**src/design/sdtf_pkg.sv**
```systemverilog
// Shared types and constants for the signed decimal text formatter.
package sdtf_pkg;

  // Width of the number being formatted
  localparam int unsigned MagW = 32;
  // Width of the digit count field
  localparam int unsigned CountW = 4;
  // Default limit on digits per text
  localparam int unsigned MaxDigitsDefault = 9;
  // Hard limit: sign plus nine digits fills a text
  localparam int unsigned TextDigitLimit = 9;
  // Depth of the queue between front and back
  localparam int unsigned QueueDepth = 2;

  // ASCII codes
  localparam logic [7:0] CharMinus = 8'h2D;
  localparam logic [7:0] CharSpace = 8'h20;
  localparam logic [7:0] CharZero  = 8'h30;

  // Classified item handed from front to back
  typedef struct packed {
    logic              neg;
    logic [MagW-1:0]   mag;
    logic [CountW-1:0] ndig;
  } item_t;

endpackage

```
**src/design/sdtf_front.sv**
```systemverilog
// Front end: takes the sign, magnitude and effective digit count of an item.
module sdtf_front #(
  parameter int unsigned MAX_DIGITS = sdtf_pkg::MaxDigitsDefault
) (
  input  logic signed [sdtf_pkg::MagW-1:0]   value_i,
  input  logic        [sdtf_pkg::CountW-1:0] digit_count_i,
  output sdtf_pkg::item_t                    item_o
);

  logic                        neg;
  logic [sdtf_pkg::MagW-1:0]   raw;
  logic                        count_ok;

  assign raw = sdtf_pkg::MagW'(unsigned'(value_i));
  assign neg = raw[sdtf_pkg::MagW-1];

  // Count of zero or above either limit emits the sign only
  assign count_ok = (digit_count_i != '0)
                 && (int'(digit_count_i) <= int'(MAX_DIGITS))
                 && (int'(digit_count_i) <= int'(sdtf_pkg::TextDigitLimit));

  // Two's complement negate; the most negative value wraps to 2^31 unsigned
  always_comb begin
    item_o.neg  = neg;
    item_o.mag  = neg ? (sdtf_pkg::MagW'(0) - raw) : raw;
    item_o.ndig = count_ok ? digit_count_i : '0;
  end

endmodule

```
**src/design/sdtf_queue.sv**
```systemverilog
// Short item queue between the front and the back.
module sdtf_queue (
  input  logic            clk_i,
  input  logic            rst_ni,
  input  logic            push_i,
  input  sdtf_pkg::item_t item_i,
  input  logic            pop_i,
  output sdtf_pkg::item_t item_o,
  output logic            empty_o,
  output logic            full_o
);

  localparam int unsigned PtrW = (sdtf_pkg::QueueDepth > 1) ? $clog2(sdtf_pkg::QueueDepth) : 1;
  localparam int unsigned CntW = $clog2(sdtf_pkg::QueueDepth + 1);

  sdtf_pkg::item_t mem_q [sdtf_pkg::QueueDepth];
  logic [PtrW-1:0] wr_ptr_q, rd_ptr_q;
  logic [CntW-1:0] count_q;

  assign empty_o = (count_q == '0);
  assign full_o  = (count_q == CntW'(sdtf_pkg::QueueDepth));
  assign item_o  = mem_q[rd_ptr_q];

  // Storage
  always_ff @(posedge clk_i) begin
    if (push_i) begin
      mem_q[wr_ptr_q] <= item_i;
    end
  end

  // Pointers and fill count
  always_ff @(posedge clk_i or negedge rst_ni) begin
    if (!rst_ni) begin
      wr_ptr_q <= '0;
      rd_ptr_q <= '0;
      count_q  <= '0;
    end else begin
      if (push_i) begin
        wr_ptr_q <= (wr_ptr_q == PtrW'(sdtf_pkg::QueueDepth - 1)) ? '0 : wr_ptr_q + 1'b1;
      end
      if (pop_i) begin
        rd_ptr_q <= (rd_ptr_q == PtrW'(sdtf_pkg::QueueDepth - 1)) ? '0 : rd_ptr_q + 1'b1;
      end
      case ({push_i, pop_i})
        2'b10:   count_q <= count_q + 1'b1;
        2'b01:   count_q <= count_q - 1'b1;
        default: count_q <= count_q;
      endcase
    end
  end

endmodule

```
**src/design/sdtf_back.sv**
```systemverilog
// Back end: shift-add binary to BCD conversion, then character emission.
module sdtf_back #(
  parameter int unsigned MAX_DIGITS = sdtf_pkg::MaxDigitsDefault
) (
  input  logic            clk_i,
  input  logic            rst_ni,
  input  sdtf_pkg::item_t item_i,
  input  logic            avail_i,
  output logic            pop_o,
  output logic [7:0]      text_char_o,
  output logic            last_char_o,
  output logic            text_valid_o
);

  // Digits kept; conversion is taken modulo ten to this many places
  localparam int unsigned StoreDepth = MAX_DIGITS;
  localparam int unsigned IdxW       = (StoreDepth > 1) ? $clog2(StoreDepth) : 1;
  localparam int unsigned StepW      = $clog2(sdtf_pkg::MagW);

  typedef enum logic [1:0] {
    ST_IDLE,
    ST_CONV,
    ST_SIGN,
    ST_DIGIT
  } state_e;

  state_e                        state_q;
  logic [StepW-1:0]              step_q;
  logic [IdxW-1:0]               idx_q;
  logic [7:0]                    char_q;
  logic                          last_q;
  logic                          valid_q;

  logic                          neg_q;
  logic [sdtf_pkg::CountW-1:0]   ndig_q;
  logic [sdtf_pkg::MagW-1:0]     mag_q;
  logic [3:0]                    store_q [StoreDepth];
  logic [3:0]                    adj     [StoreDepth];
  logic [3:0]                    store_d [StoreDepth];

  assign pop_o = (state_q == ST_IDLE) && avail_i;

  // Add-3 correction per digit, then shift the next magnitude bit in
  always_comb begin
    for (int i = 0; i < StoreDepth; i++) begin
      adj[i] = (store_q[i] >= 4'd5) ? store_q[i] + 4'd3 : store_q[i];
    end
    for (int i = 0; i < StoreDepth; i++) begin
      if (i == 0) begin
        store_d[i] = {adj[i][2:0], mag_q[sdtf_pkg::MagW-1]};
      end else begin
        store_d[i] = {adj[i][2:0], adj[i-1][3]};
      end
    end
  end

  // Datapath: load on pop, convert one bit per cycle
  always_ff @(posedge clk_i) begin
    if (pop_o) begin
      neg_q  <= item_i.neg;
      ndig_q <= item_i.ndig;
      mag_q  <= item_i.mag;
      for (int i = 0; i < StoreDepth; i++) begin
        store_q[i] <= 4'd0;
      end
    end else if (state_q == ST_CONV) begin
      mag_q   <= {mag_q[sdtf_pkg::MagW-2:0], 1'b0};
      store_q <= store_d;
    end
  end

  // Sequencer with registered outputs
  always_ff @(posedge clk_i or negedge rst_ni) begin
    if (!rst_ni) begin
      state_q <= ST_IDLE;
      step_q  <= '0;
      idx_q   <= '0;
      char_q  <= '0;
      last_q  <= 1'b0;
      valid_q <= 1'b0;
    end else begin
      valid_q <= 1'b0;
      unique case (state_q)
        ST_IDLE: begin
          if (avail_i) begin
            step_q  <= '0;
            state_q <= ST_CONV;
          end
        end
        ST_CONV: begin
          step_q <= step_q + 1'b1;
          if (step_q == StepW'(sdtf_pkg::MagW - 1)) begin
            state_q <= ST_SIGN;
          end
        end
        ST_SIGN: begin
          valid_q <= 1'b1;
          char_q  <= neg_q ? sdtf_pkg::CharMinus : sdtf_pkg::CharSpace;
          last_q  <= (ndig_q == '0);
          idx_q   <= IdxW'(ndig_q - 1'b1);
          state_q <= (ndig_q == '0) ? ST_IDLE : ST_DIGIT;
        end
        ST_DIGIT: begin
          valid_q <= 1'b1;
          char_q  <= sdtf_pkg::CharZero + {4'd0, store_q[idx_q]};
          last_q  <= (idx_q == '0);
          idx_q   <= idx_q - 1'b1;
          if (idx_q == '0) begin
            state_q <= ST_IDLE;
          end
        end
        default: state_q <= ST_IDLE;
      endcase
    end
  end

  assign text_char_o  = char_q;
  assign last_char_o  = last_q;
  assign text_valid_o = valid_q;

endmodule

```
**src/design/signed_decimal_text_formatter.sv**
```systemverilog
// Top level: signed 32-bit number to ASCII sign and decimal digits.
// Path: queue, shift-add conversion, sign character; digits follow back to back.
// The back end takes no new item until the current text is out; its 32-step shift-add
// BCD conversion sets the pace, and a two-entry queue holds items meanwhile.
// Reset: asynchronous, active low; clears the queue and the sequencer.
// The receiver cannot stall: each character shows for one cycle with text_valid_o.
module signed_decimal_text_formatter #(
  parameter int unsigned MAX_DIGITS = sdtf_pkg::MaxDigitsDefault
) (
  input  logic                               clk_i,
  input  logic                               rst_ni,
  input  logic                               start,
  output logic                               busy,
  input  logic signed [sdtf_pkg::MagW-1:0]   value_i,
  input  logic        [sdtf_pkg::CountW-1:0] digit_count_i,
  output logic        [7:0]                  text_char_o,
  output logic                               last_char_o,
  output logic                               text_valid_o
);

  sdtf_pkg::item_t front_item, head_item;
  logic            q_empty, q_full, q_push, q_pop;

  assign busy   = q_full;
  assign q_push = start && !busy;

  // Classify
  sdtf_front #(
    .MAX_DIGITS(MAX_DIGITS)
  ) u_front (
    .value_i      (value_i),
    .digit_count_i(digit_count_i),
    .item_o       (front_item)
  );

  // Decouple
  sdtf_queue u_queue (
    .clk_i  (clk_i),
    .rst_ni (rst_ni),
    .push_i (q_push),
    .item_i (front_item),
    .pop_i  (q_pop),
    .item_o (head_item),
    .empty_o(q_empty),
    .full_o (q_full)
  );

  // Convert and emit
  sdtf_back #(
    .MAX_DIGITS(MAX_DIGITS)
  ) u_back (
    .clk_i       (clk_i),
    .rst_ni      (rst_ni),
    .item_i      (head_item),
    .avail_i     (!q_empty),
    .pop_o       (q_pop),
    .text_char_o (text_char_o),
    .last_char_o (last_char_o),
    .text_valid_o(text_valid_o)
  );

endmodule

```
**config.mk**
```make
export PLATFORM = sky130hd
export DESIGN_NAME = signed_decimal_text_formatter
export DESIGN_NICKNAME = d
export VERILOG_FILES = /design/src/design/sdtf_pkg.sv /design/src/design/sdtf_front.sv /design/src/design/sdtf_queue.sv /design/src/design/sdtf_back.sv /design/src/design/signed_decimal_text_formatter.sv
export SDC_FILE = /design/constraint.sdc
export NUM_CORES = 1
export LEC_CHECK = 0
export ABC_AREA = 1
export BUFFER_PORTS_ARGS = -buffer_cell sky130_fd_sc_hd__buf_2
export CAP_MARGIN = 15
export CORE_ASPECT_RATIO = 0.75
export CORE_MARGIN = 1.5
export CORE_UTILIZATION = 45
export CTS_CLUSTER_SIZE = 24
export DETAILED_ROUTE_END_ITERATION = 16
export GPL_ROUTABILITY_DRIVEN = 0
export GPL_TIMING_DRIVEN = 0
export HOLD_SLACK_MARGIN = 0.03
export SETUP_SLACK_MARGIN = 0.2
export SYNTH_ARGS = -nofsm -noshare
export SYNTH_HDL_FRONTEND = slang
export SYNTH_SLANG_ARGS = --single-unit
```
**constraint.sdc**
```tcl
create_clock -name clk_i -period 3.4 [get_ports clk_i]
set_input_delay 0.34 -clock clk_i [delete_from_list [all_inputs] [get_ports clk_i]]
set_output_delay 0.34 -clock clk_i [all_outputs]
set_load 0.05 [all_outputs]
```
# Word level (Yosys, flattened, before mapping)
# Memories as Yosys holds them, arrays and structs flattened.
# Index checks and enable logic that the tools add are counted.
# totals
regBits,98
ram_bits,74
in_bits,39
out_inout_bits,11
wordCells,113
memories,1
# mem_list
name,depth,word_bits,rd,rd_clocked_by_memory_dff,write_ports,line_no,text
u_queue.mem_q,2,37,1,0,1,sdtf_queue.sv:16,sdtf_pkg::item_t mem_q [sdtf_pkg::QueueDepth];
# classes
add_sub_neg,18
order_cmp,11
eq_ne,10
n_mux,33
bitwise,1
n_reduce_logical,18
# ops
operator,n
32-bit two-way mux,3
4-bit two-way mux,12
4-bit by 3-bit greater-or-equal comparator with 1-bit output (second input constant),9
4-bit by 2-bit adder with 4-bit output (second input constant),8
1-bit by 32-bit subtractor with 32-bit output (first input constant),1
4-bit binary-select mux with 4-bit select,1
8-bit case mux with 2 select lines,1
5-bit case mux with 2 select lines,1
2-bit == test (second input constant),4
4-bit logical NOT,2
2-bit two-way mux,4
2-bit case mux with 4 select lines,1
4-bit case mux with 2 select lines,1
2-bit nonzero test,4
4-bit by 1-bit subtractor with 4-bit output (second input constant),2
6-bit by 4-bit adder with 7-bit output (first input constant),1
5-bit by 1-bit adder with 5-bit output (second input constant),1
5-bit == test (second input constant),1
5-bit greater-or-equal comparator (second input constant),1
1-bit two-way mux,5
5-bit two-way mux,1
4-bit inverter with 5-bit output,1
2-bit by 1-bit == test with 1-bit output (second input constant),2
4-bit less-or-equal comparator (second input constant),1
16 further kinds,23

# Longest topological paths before layout
# Gate-level depths: netlist of the first run.
# depth
word_depth,6
depth_mapped,10
depth_no_buf,10

# Modules after synthesis
# From an unflattened synthesis of the first run, not the netlist that was laid out.
# hier_totals
cells_unflattened,1037
hier_area_um2,8754.6
# modules_own_cells
mod,n_inst,cells_per_inst,area_per_inst_um2,seq_area_each_um2
sdtf_back,1,587,4669.5,2307.2
sdtf_queue,1,217,2959.1,2322.2
sdtf_front,1,230,1112.3,0.0
signed_decimal_text_formatter,1,3,13.8,0.0

# Least setup slack after synthesis of the first run
# Ideal clock, no wire load.
# synth_path
path_kind,register to register
from,register u_queue.count_q[1]
to,memory u_queue.mem_q[0][0] in the netlist's numbering (enable)
setup_ns,0.431
arrival_time_ns,2.248
required_time_ns,2.969
setup_slack_ns,0.720
stages_incl_launch_ff,4
n_path_buf,0
synth_period_minus_slack_ns,2.680
cell_sequence,dfrtp_1 > inv_1 > o21ai_0 > nor2_1
# synth_via
elab_chain_cells,5
# synth_lines
item,line_no,text
from (decl),sdtf_queue.sv:18,logic [CntW-1:0] count_q;
from (signal assigned),sdtf_queue.sv:45,2'b10: count_q <= count_q + 1'b1;
from (signal assigned),sdtf_queue.sv:46,2'b01: count_q <= count_q - 1'b1;
from (signal assigned),sdtf_queue.sv:47,default: count_q <= count_q;
2-bit == test,sdtf_queue.sv:21,assign full_o = (count_q == CntW'(sdtf_pkg::QueueDepth));
1-bit logical NOT,signed_decimal_text_formatter.sv:25,assign q_push = start && !busy;
1-bit logical AND,signed_decimal_text_formatter.sv:25,
1-bit two-way mux,sdtf_queue.sv:26,if (push_i) begin
1-bit two-way mux (implied by the code),sdtf_queue.sv:27,mem_q[wr_ptr_q] <= item_i;
to (decl),sdtf_queue.sv:16,
# Every way passes these cells.

# Worst setup path in the final report of the first run
# layout_path
from,register u_back.state_q[1]
to,register u_back.mag_q[0] in the netlist's numbering (enable)
# layout_via
elab_chain_cells,3
word_cells_on_any_way,4
cone_classes,eq/ne (1); reduce/logical (3)
# layout_lines
item,line_no,text
from (decl),sdtf_back.sv:27,state_e state_q;
from (signal assigned),sdtf_back.sv:101,state_q <= (ndig_q == '0) ? ST_IDLE : ST_DIGIT;
2-bit logical NOT,sdtf_back.sv:41,assign pop_o = (state_q == ST_IDLE) && avail_i;
1-bit logical AND,sdtf_back.sv:41,
2-bit nonzero test (no source line) *,n/a,
to (signal assigned),sdtf_back.sv:62,mag_q <= item_i.mag;
to (signal assigned),sdtf_back.sv:67,"mag_q <= {mag_q[sdtf_pkg::MagW-2:0], 1'b0};"
to (decl),sdtf_back.sv:36,logic [sdtf_pkg::MagW-1:0] mag_q;
# Mark *: on every way between the ends. The rest lies on a longest branch, timed or not.
# A chain may end at the register's enable or synchronous reset.

==> results of run 1 <==
-- flip-flops by register name (all words and copies together), names as in the netlist --
register / flops
u_queue.mem_q: 74
u_back.store_q: 36
u_back.mag_q: 32
u_back.text_char_o: 6
u_back.step_q: 5
u_back.idx_q: 4
u_back.ndig_q: 4
u_back.state_q: 2
u_queue.count_q: 2
u_back.last_char_o: 1
u_back.neg_q: 1
u_back.text_valid_o: 1
u_queue.rd_ptr_q: 1
u_queue.wr_ptr_q: 1
-- per-stage QoR --
stage,cell area (um^2),cells
floorplan,8420,958
global placement,8970,1252
detailed placement,9020,1254
CTS,9620,1287
global route,9620,1287
finish,9620,1287
-- placed cells by master, fill, tap and decap left out, types with 17 or more instances in the layout --
master     instances
inv_1             84
clkbuf_16         17
o21ai_0           96
dfxtp_1           36
a31oi_1           31
ha_1              23
nor2_1           103
nand3_1           50
a21oi_1           42
edfxtp_1         111
dfrtp_1           23
nand2_1          246
xor2_1            23
buf_2             68
-- cell usage after synthesis, drive strengths merged --
master / count
o21bai: 2
dfrtp: 23
dfxtp: 36
a31oi: 31
xor2: 23
buf: 29
nand3b: 2
o31ai: 1
edfxtp: 111
o21ai: 102
conb: 1
clkinv: 1
inv: 87
o211ai: 8
xnor2: 6
ha: 23
nand4: 8
nor2: 108
clkbuf: 9
nor3: 1
nor3b: 1
nand2: 248
or2: 2
nand3: 51
o21a: 1
a21oi: 42
-- final cells by class --
| type | count | area [um^2] | share of cell area, % |
|---|---|---|---|
| multi-input combinational | 662 | 3290 | 34.2 |
| buffer | 38 | 191 | 1.99 |
| timing repair buffer | 50 | 285 | 2.97 |
| tap | 247 | 309 | 3.21 |
| clock inverter | 15 | 164 | 1.70 |
| inverter | 88 | 330 | 3.43 |
| sequential | 170 | 4630 | 48.1 |
| clock buffer | 17 | 425 | 4.42 |
-- worst max path at each step --
stage,slack [ns],from,end
6_report,1.22,u_back.state_q[1],u_back.mag_q[0]
5_1_grt,1.02,u_back.state_q[1],u_back.store_q[32]
4_1_cts,1.17,u_back.state_q[1],u_back.mag_q[23]
3_5_place_dp,1.23,u_back.state_q[1],u_back.mag_q[5]
3_3_place_gp,-0.43,u_queue.count_q[1],u_queue.mem_q[1][30]
2_1_floorplan,0.72,u_queue.count_q[1],u_queue.mem_q[0][0]
-- kinds of logic (layout without fill, tap and decap cells) --
logic type	after synthesis	after routing
AO/OA/AOI/OAI	187	187
adder cells (fa/ha/maj)	23	23
XOR/XNOR	29	29
flip-flops	170	170
AND/OR/NAND/NOR	421	421
buffers and inverters	126	208
other	1	2
-- worst reg2reg max path, cell delays in order, from the launching register on --
cell and delay, ns:
dfrtp_1 0.36, buf_4 0.17, inv_2 0.08, nand2_1 0.14
nand2_1 0.28, buf_2 0.77
-- power groups by stage --
stage               Clock [uW]  Combinational [uW]  Sequential, uW
finish                    1940                3250            3490
global route              2060                3710            3580
CTS                       1980                3270            3490
detailed placement           0                3250            3530
global placement             0                3180            3540
floorplan                    0                2220            3570
-- metal layers --
metal | vias up | wire, um | track usage [%]
met1 | 3056 | 10200 | 32.1
met5 | - | 0 | 0
met3 | 19 | 1140 | 4.72
li1 | 3344 | - | -
met4 | 0 | 164 | 5.50
met2 | 173 | 7690 | 28.7
-- repair_timing --
| action | CTS | global route |
|---|---|---|
| hold buffers | 1 | 0 |
| hold endpoints to repair | 23 | 0 |
| gates resized for setup | 0 | 0 |
==> impl_metrics.py, run 1 <==
metrics = {
    "route": {
        "avgViaCountPerCell": 5.12,
        "drtIter0Drc": 595,
        "wire_per_inst_um": 14.9,
        "num_vias": 6592,
        "firstDrtPassIters": 5,
        "drc_errors": 0,
        "wl_mm": 19.2,
        "ant_nets": 0,
    },
    "worst_setup_path": {
        "cp_top_family": "buffers and inverters",
        "required_ns": 3.45,
        "worst-path-buf-inv": 3,
        "worstPathCellList": "buf_4, inv_2, nand2_1, nand2_1, buf_2",
        "crit_path_top_delay_cell": "buf_2",
        "startpoint_type": "flop",
        "r2r-end": "u_back.mag_q[0]",
        "endpoint_kind": "flop",
        "r2r_cells": 5,
        "crit_type": "flop to flop",
        "worstPathArrival_ns": 2.24,
        "crit_top_cell": "nand2_1",
        "rrSetupSlack_ns": 1.22,
        "cp.depth": 5,
        "cp_max_fo": 41,
        "reg2reg_from": "u_back.state_q[1]",
        "max_stage_delay_ns": 0.77,
    },
    "sta": {
        "hold_viol_final": 0,
        "period_needed_ns": 2.18,
        "tns_ns": 0,
        "holdWs_ns": 0.145,
        "relSlewSlack_pct": 40.1,
        "fmax_mhz": 458,
        "min_period_over_period_pct": 64.3,
        "setup_ws_ns": 1.22,
        "maxSlewViolCount": 0,
        "rsz0062_at_grt": "false",
        "tightest_slew_ns": 0.899,
        "setup_viol": 0,
        "clock_skew_ns": 0.0114,
    },
    "clocking": {
        "htree_levels": 4,
        "clk_path_buf_depth": 2,
        "clk_pin_slew_ns": 0.07,
        "cts_inserted_buffers": 17,
        "clk_latency_ns": 0.43,
        "postCtsSetupRepairBufs": 0,
        "root_buffer": "clkbuf_16",
        "cts_tree": "built",
        "clock-sinks": 170,
    },
    "synthesis": {
        "synth_top_area_share_pct": 39.6,
        "synth_fa_ha_area_share_pct": 3.42,
        "synthCells": 957,
        "yosysSeqAreaShare_pct": 55.0,
        "yosys.area.top_type": "edfxtp_1",
        "synth-seq-cells": 170,
        "synth_top_family_by_area": "simple AND/OR/NAND/NOR gates",
        "yosys.area_share.simple_pct": 20.3,
        "syn_area_um2": 8420,
        "synth-compound-area-share_pct": 12.0,
        "yosysUniqueCellTypes": 35,
        "synthXorXnorAreaFrac_pct": 3.02,
        "synthTopCellsByArea": "edfxtp_1, nand2_1, dfxtp_1, dfrtp_1, o21ai_0",
        "yosys_warnings": 0,
        "synthMuxAreaShare_pct": 0,
        "syn_area_per_cell_um2": 8.80,
    },
    "status": {
        "outcome": "finished, final reports clean",
    },
    "cells_and_area": {
        "num_antenna_cells": 0,
        "finalNetCount": 1089,
        "post-route-util_pct": 52.3,
        "fill_cells": 1745,
        "drive_gt1_share_pct": 11.6,
        "areaGrowthSynthToFinish_pct": 14.3,
    },
    "global_route": {
        "track_usage_pct": 20.7,
        "grt_pass1_wl_mm": 31.0,
        "gr-total-overflow": 0,
        "antenna_found_initial": 0,
        "grt_pass1_vias": 5920,
        "grt_max_degree": 42,
    },
    "worst_hold_path": {
        "hold_depth": 1,
        "hp-start": "value_i[31]",
        "hold_end": "u_queue.mem_q[1][36]",
        "hold_path_class": "primary input to flop",
    },
    "die": {
        "fp-row-count": 43,
        "coreArea_um2": 18400,
        "start_util_pct": 45.8,
        "io_pins": 50,
        "dieArea_um2": 19500,
        "die_h_um": 121,
        "chipWidth_um": 161,
    },
    "pwr": {
        "clkPwrFrac_pct": 22.3,
        "power_switching_uw": 3440,
        "combPwrFrac_pct": 37.4,
        "p_int_uw": 5240,
        "swShare_pct": 39.6,
        "vdd_drop_max_mv": 0.378,
        "p_leak_uw": 0.00402,
        "p_per_area_nw_per_um2": 902,
        "finalPower_uw": 8680,
        "seqPwrFrac_pct": 40.2,
    },
    "place": {
        "io_buffers": 47,
        "hpwlAfterDp_mm": 13.9,
        "post-place-ws_ns": 1.23,
    },
    "run": {
        "drv_cap": 0,
    },
}
Power figures use the tool's default switching activity.
==> inputs of run 2 (changes only) <==
Settings changed: ABC_AREA 1 to 0.
Clock period 3.4 ns to 2.2 ns, I/O delays scaled along.
==> run 2 against run 1 <==
Synthesized area is 3.2% lower. Sequential cell count stayed put. Design area is 1.8% lower. Register-to-register slack worse by 0.92 ns. Maximum frequency is 14% higher. Setup slack worse by 0.92 ns. Die area is 3.1% lower. Count of clock-buffer cells in the layout stayed put. Clock skew is 0.0020 ns lower. Routed wire length is 3.9% lower. Critical path type unchanged. Critical endpoint is now u_queue.count_q[1].
==> impl_metrics.py, run 2 <==
metrics = {
    "status": {
        "outcome": "finished, final reports clean",
    },
    "pwr": {
        "finalPower_uw": 12300,
        "p_leak_uw": 0.00355,
        "vdd_drop_max_mv": 0.708,
        "p_per_area_nw_per_um2": 1300,
    },
    "die": {
        "start_util_pct": 46.0,
        "coreArea_um2": 17700,
        "chipWidth_um": 158,
        "die_h_um": 120,
        "fp-row-count": 42,
        "io_pins": 50,
        "dieArea_um2": 18900,
    },
    "sta": {
        "maxSlewViolCount": 0,
        "fmax_mhz": 524,
        "min_period_over_period_pct": 86.8,
        "tightest_slew_ns": 0.802,
        "relSlewSlack_pct": 46.5,
        "setup_ws_ns": 0.290,
        "setup_viol": 0,
        "period_needed_ns": 1.91,
        "clock_skew_ns": 0.00937,
        "rsz0062_at_grt": "true",
        "holdWs_ns": 0.0607,
        "hold_viol_final": 0,
    },
    "cells_and_area": {
        "largest_reg_flops": 74,
        "drive_gt1_share_pct": 19.1,
        "layout_common_cells": "edfxtp_1, nand2_1, o21ai_0",
        "largest_registers": "u_queue.mem_q: 74 flops, u_back.store_q: 36 flops, u_back.mag_q: 32 flops",
        "finalNetCount": 831,
        "num_antenna_cells": 0,
        "areaGrowthSynthToFinish_pct": 15.9,
        "top_register": "u_queue.mem_q",
        "final_cells": 1024,
        "final_common_cell": "edfxtp_1",
        "fill_cells": 1544,
    },
    "global_route": {
        "gr-total-overflow": 0,
        "antenna_found_initial": 0,
        "grt_pass1_wl_mm": 29.6,
        "track_usage_pct": 20.8,
        "grt_pass1_vias": 5677,
        "grt_max_degree": 37,
    },
    "run": {
        "drv_cap": 0,
    },
    "clocking": {
        "htree_levels": 4,
        "clk_latency_ns": 0.43,
        "root_buffer": "clkbuf_16",
        "clk_pin_slew_ns": 0.07,
        "clk_path_buf_depth": 2,
        "clock-sinks": 170,
        "cts_tree": "built",
        "cts_inserted_buffers": 17,
    },
    "synthesis": {
        "synthTopCellsByArea": "edfxtp_1, dfxtp_1, dfrtp_1, mux2i_1, xnor2_1",
        "yosys.area.top_type": "edfxtp_1",
        "synth-seq-cells": 170,
        "synth_top_area_share_pct": 40.9,
        "yosysUniqueCellTypes": 51,
        "yosysSeqAreaShare_pct": 56.8,
        "yosysMostFrequentCell": "edfxtp_1",
        "synthCells": 694,
        "syn_area_um2": 8150,
        "yosys_warnings": 0,
        "synth_common_cells": "edfxtp_1, nand2_1, o21ai_0",
        "syn_area_per_cell_um2": 11.7,
        "synthFlopType": "edfxtp_1",
        "synthArstFlopShare_pct": 13.5,
        "synth_edf_count": 111,
    },
    "worst_hold_path": {
        "hold_path_class": "primary input to flop",
    },
    "place": {
        "post-place-ws_ns": -0.503,
        "hpwlAfterDp_mm": 12.3,
        "place_inst": 985,
        "io_buffers": 47,
    },
    "route": {
        "wire_per_inst_um": 18.0,
        "drtIter0Drc": 472,
        "ant_nets": 0,
        "avgViaCountPerCell": 5.50,
        "firstDrtPassIters": 5,
        "num_vias": 5634,
        "wl_mm": 18.4,
        "drc_errors": 0,
    },
    "worst_setup_path": {
        "cp_max_fo": 7,
        "crit_type": "flop to flop",
        "worstPathArrival_ns": 2.26,
        "required_ns": 2.55,
        "startpoint_type": "flop",
        "endpoint_kind": "flop",
    },
}
==> run 2: cell count changes after synthesis, sizes merged, moves of 36 or more <==
cell | before | now
mux2i | 0 | 40
nand2 | 248 | 83
nor2 | 108 | 22
inv | 87 | 25
xnor2 | 6 | 42
==> run 2: what timing repair did <==
| action | in CTS | in global routing |
|---|---|---|
| gates cloned | 1 | 0 |
| buffers inserted | 2 | 3 |
| gates resized for setup | 20 | 18 |
| pin swaps | 0 | 0 |
| setup endpoints to repair | 126 | 66 |
| hold buffers | 1 | 0 |
| endpoints found under the hold margin | 23 | 0 |
==> run 2: through the flow <==
step,setup TNS [ns],util [%],instance area (um^2)
after floorplan,0,-,8170
after global placement,-27.09,49.2,8710
after detailed placement,-17.97,49.3,8730
after CTS,0,53.1,9410
after global routing,0,53.3,9450
final,0,53.3,9450
==> run 2: power by group <==
part	switching [uW]	total (uW)	internal, uW
Combinational	2690	4180	1490
Clock	1310	3010	1700
Sequential	441	5110	4670
==> run 2: area by class of cell <==
class                   instances  area, um^2  share of cell area (%)
plain buffers                  42         221                    2.34
clock buffers                  17         425                    4.50
clock inverters                15         161                    1.71
inverters                      25        93.8                   0.994
multi-input cells             459        3310                    35.0
flip-flops and latches        170        4630                    49.0
well taps                     242         303                    3.21
repair buffers                 54         303                    3.21
==> run 2: final timing paths <==
| check | start | end | slack, ns | cells after the start |
|---|---|---|---|---|
| max | u_back.state_q[1] | u_queue.count_q[1] | 0.29 | 9 |
| min | value_i[0] | u_queue.mem_q[1][4] | 0.06 | 1 |
| max reg2reg | u_back.state_q[1] | u_queue.count_q[1] | 0.29 | 9 |
| min reg2reg | u_back.text_char_o[5] | u_back.text_char_o[5] | 0.47 | 1 |
| max in group asynchronous | rst_ni | u_queue.rd_ptr_q | 1.54 | 2 |
| min in group asynchronous | rst_ni | u_back.idx_q[2] | 0.30 | 2 |
==> run 2: logic make-up after synthesis <==
| kind of cell | after synthesis | share of synthesized area [%] |
|---|---|---|
| adder cells (fa/ha/maj) | 23 | 3.53 |
| multiplexers | 62 | 8.92 |
| AND/OR/NAND/NOR | 171 | 10.5 |
| flip-flops | 170 | 56.8 |
| buffers and inverters | 67 | 3.24 |
| other | 1 | 0.0460 |
| AO/OA/AOI/OAI | 148 | 11.4 |
| XOR/XNOR | 52 | 5.59 |
==> run 2: metal layers <==
layer  up-vias  global-route usage (%)  part of all wire (%)
met2       175                    31.1                    45
met4         0                    7.65                   1.0
met1      2761                    30.6                    49
li1       2685                       -                     -
met3        13                    3.54                   5.2
met5         -                       0                     0
==> run 2: critical path: stages (launching register included) <==
cell and delay [ns]:
dfrtp_1 0.42, o21bai_2 0.22, or2_1 0.21, buf_4 0.17, inv_2 0.06, buf_6 0.11
buf_12 0.10, ha_1 0.25, nor2_2 0.13, xor2_1 0.15
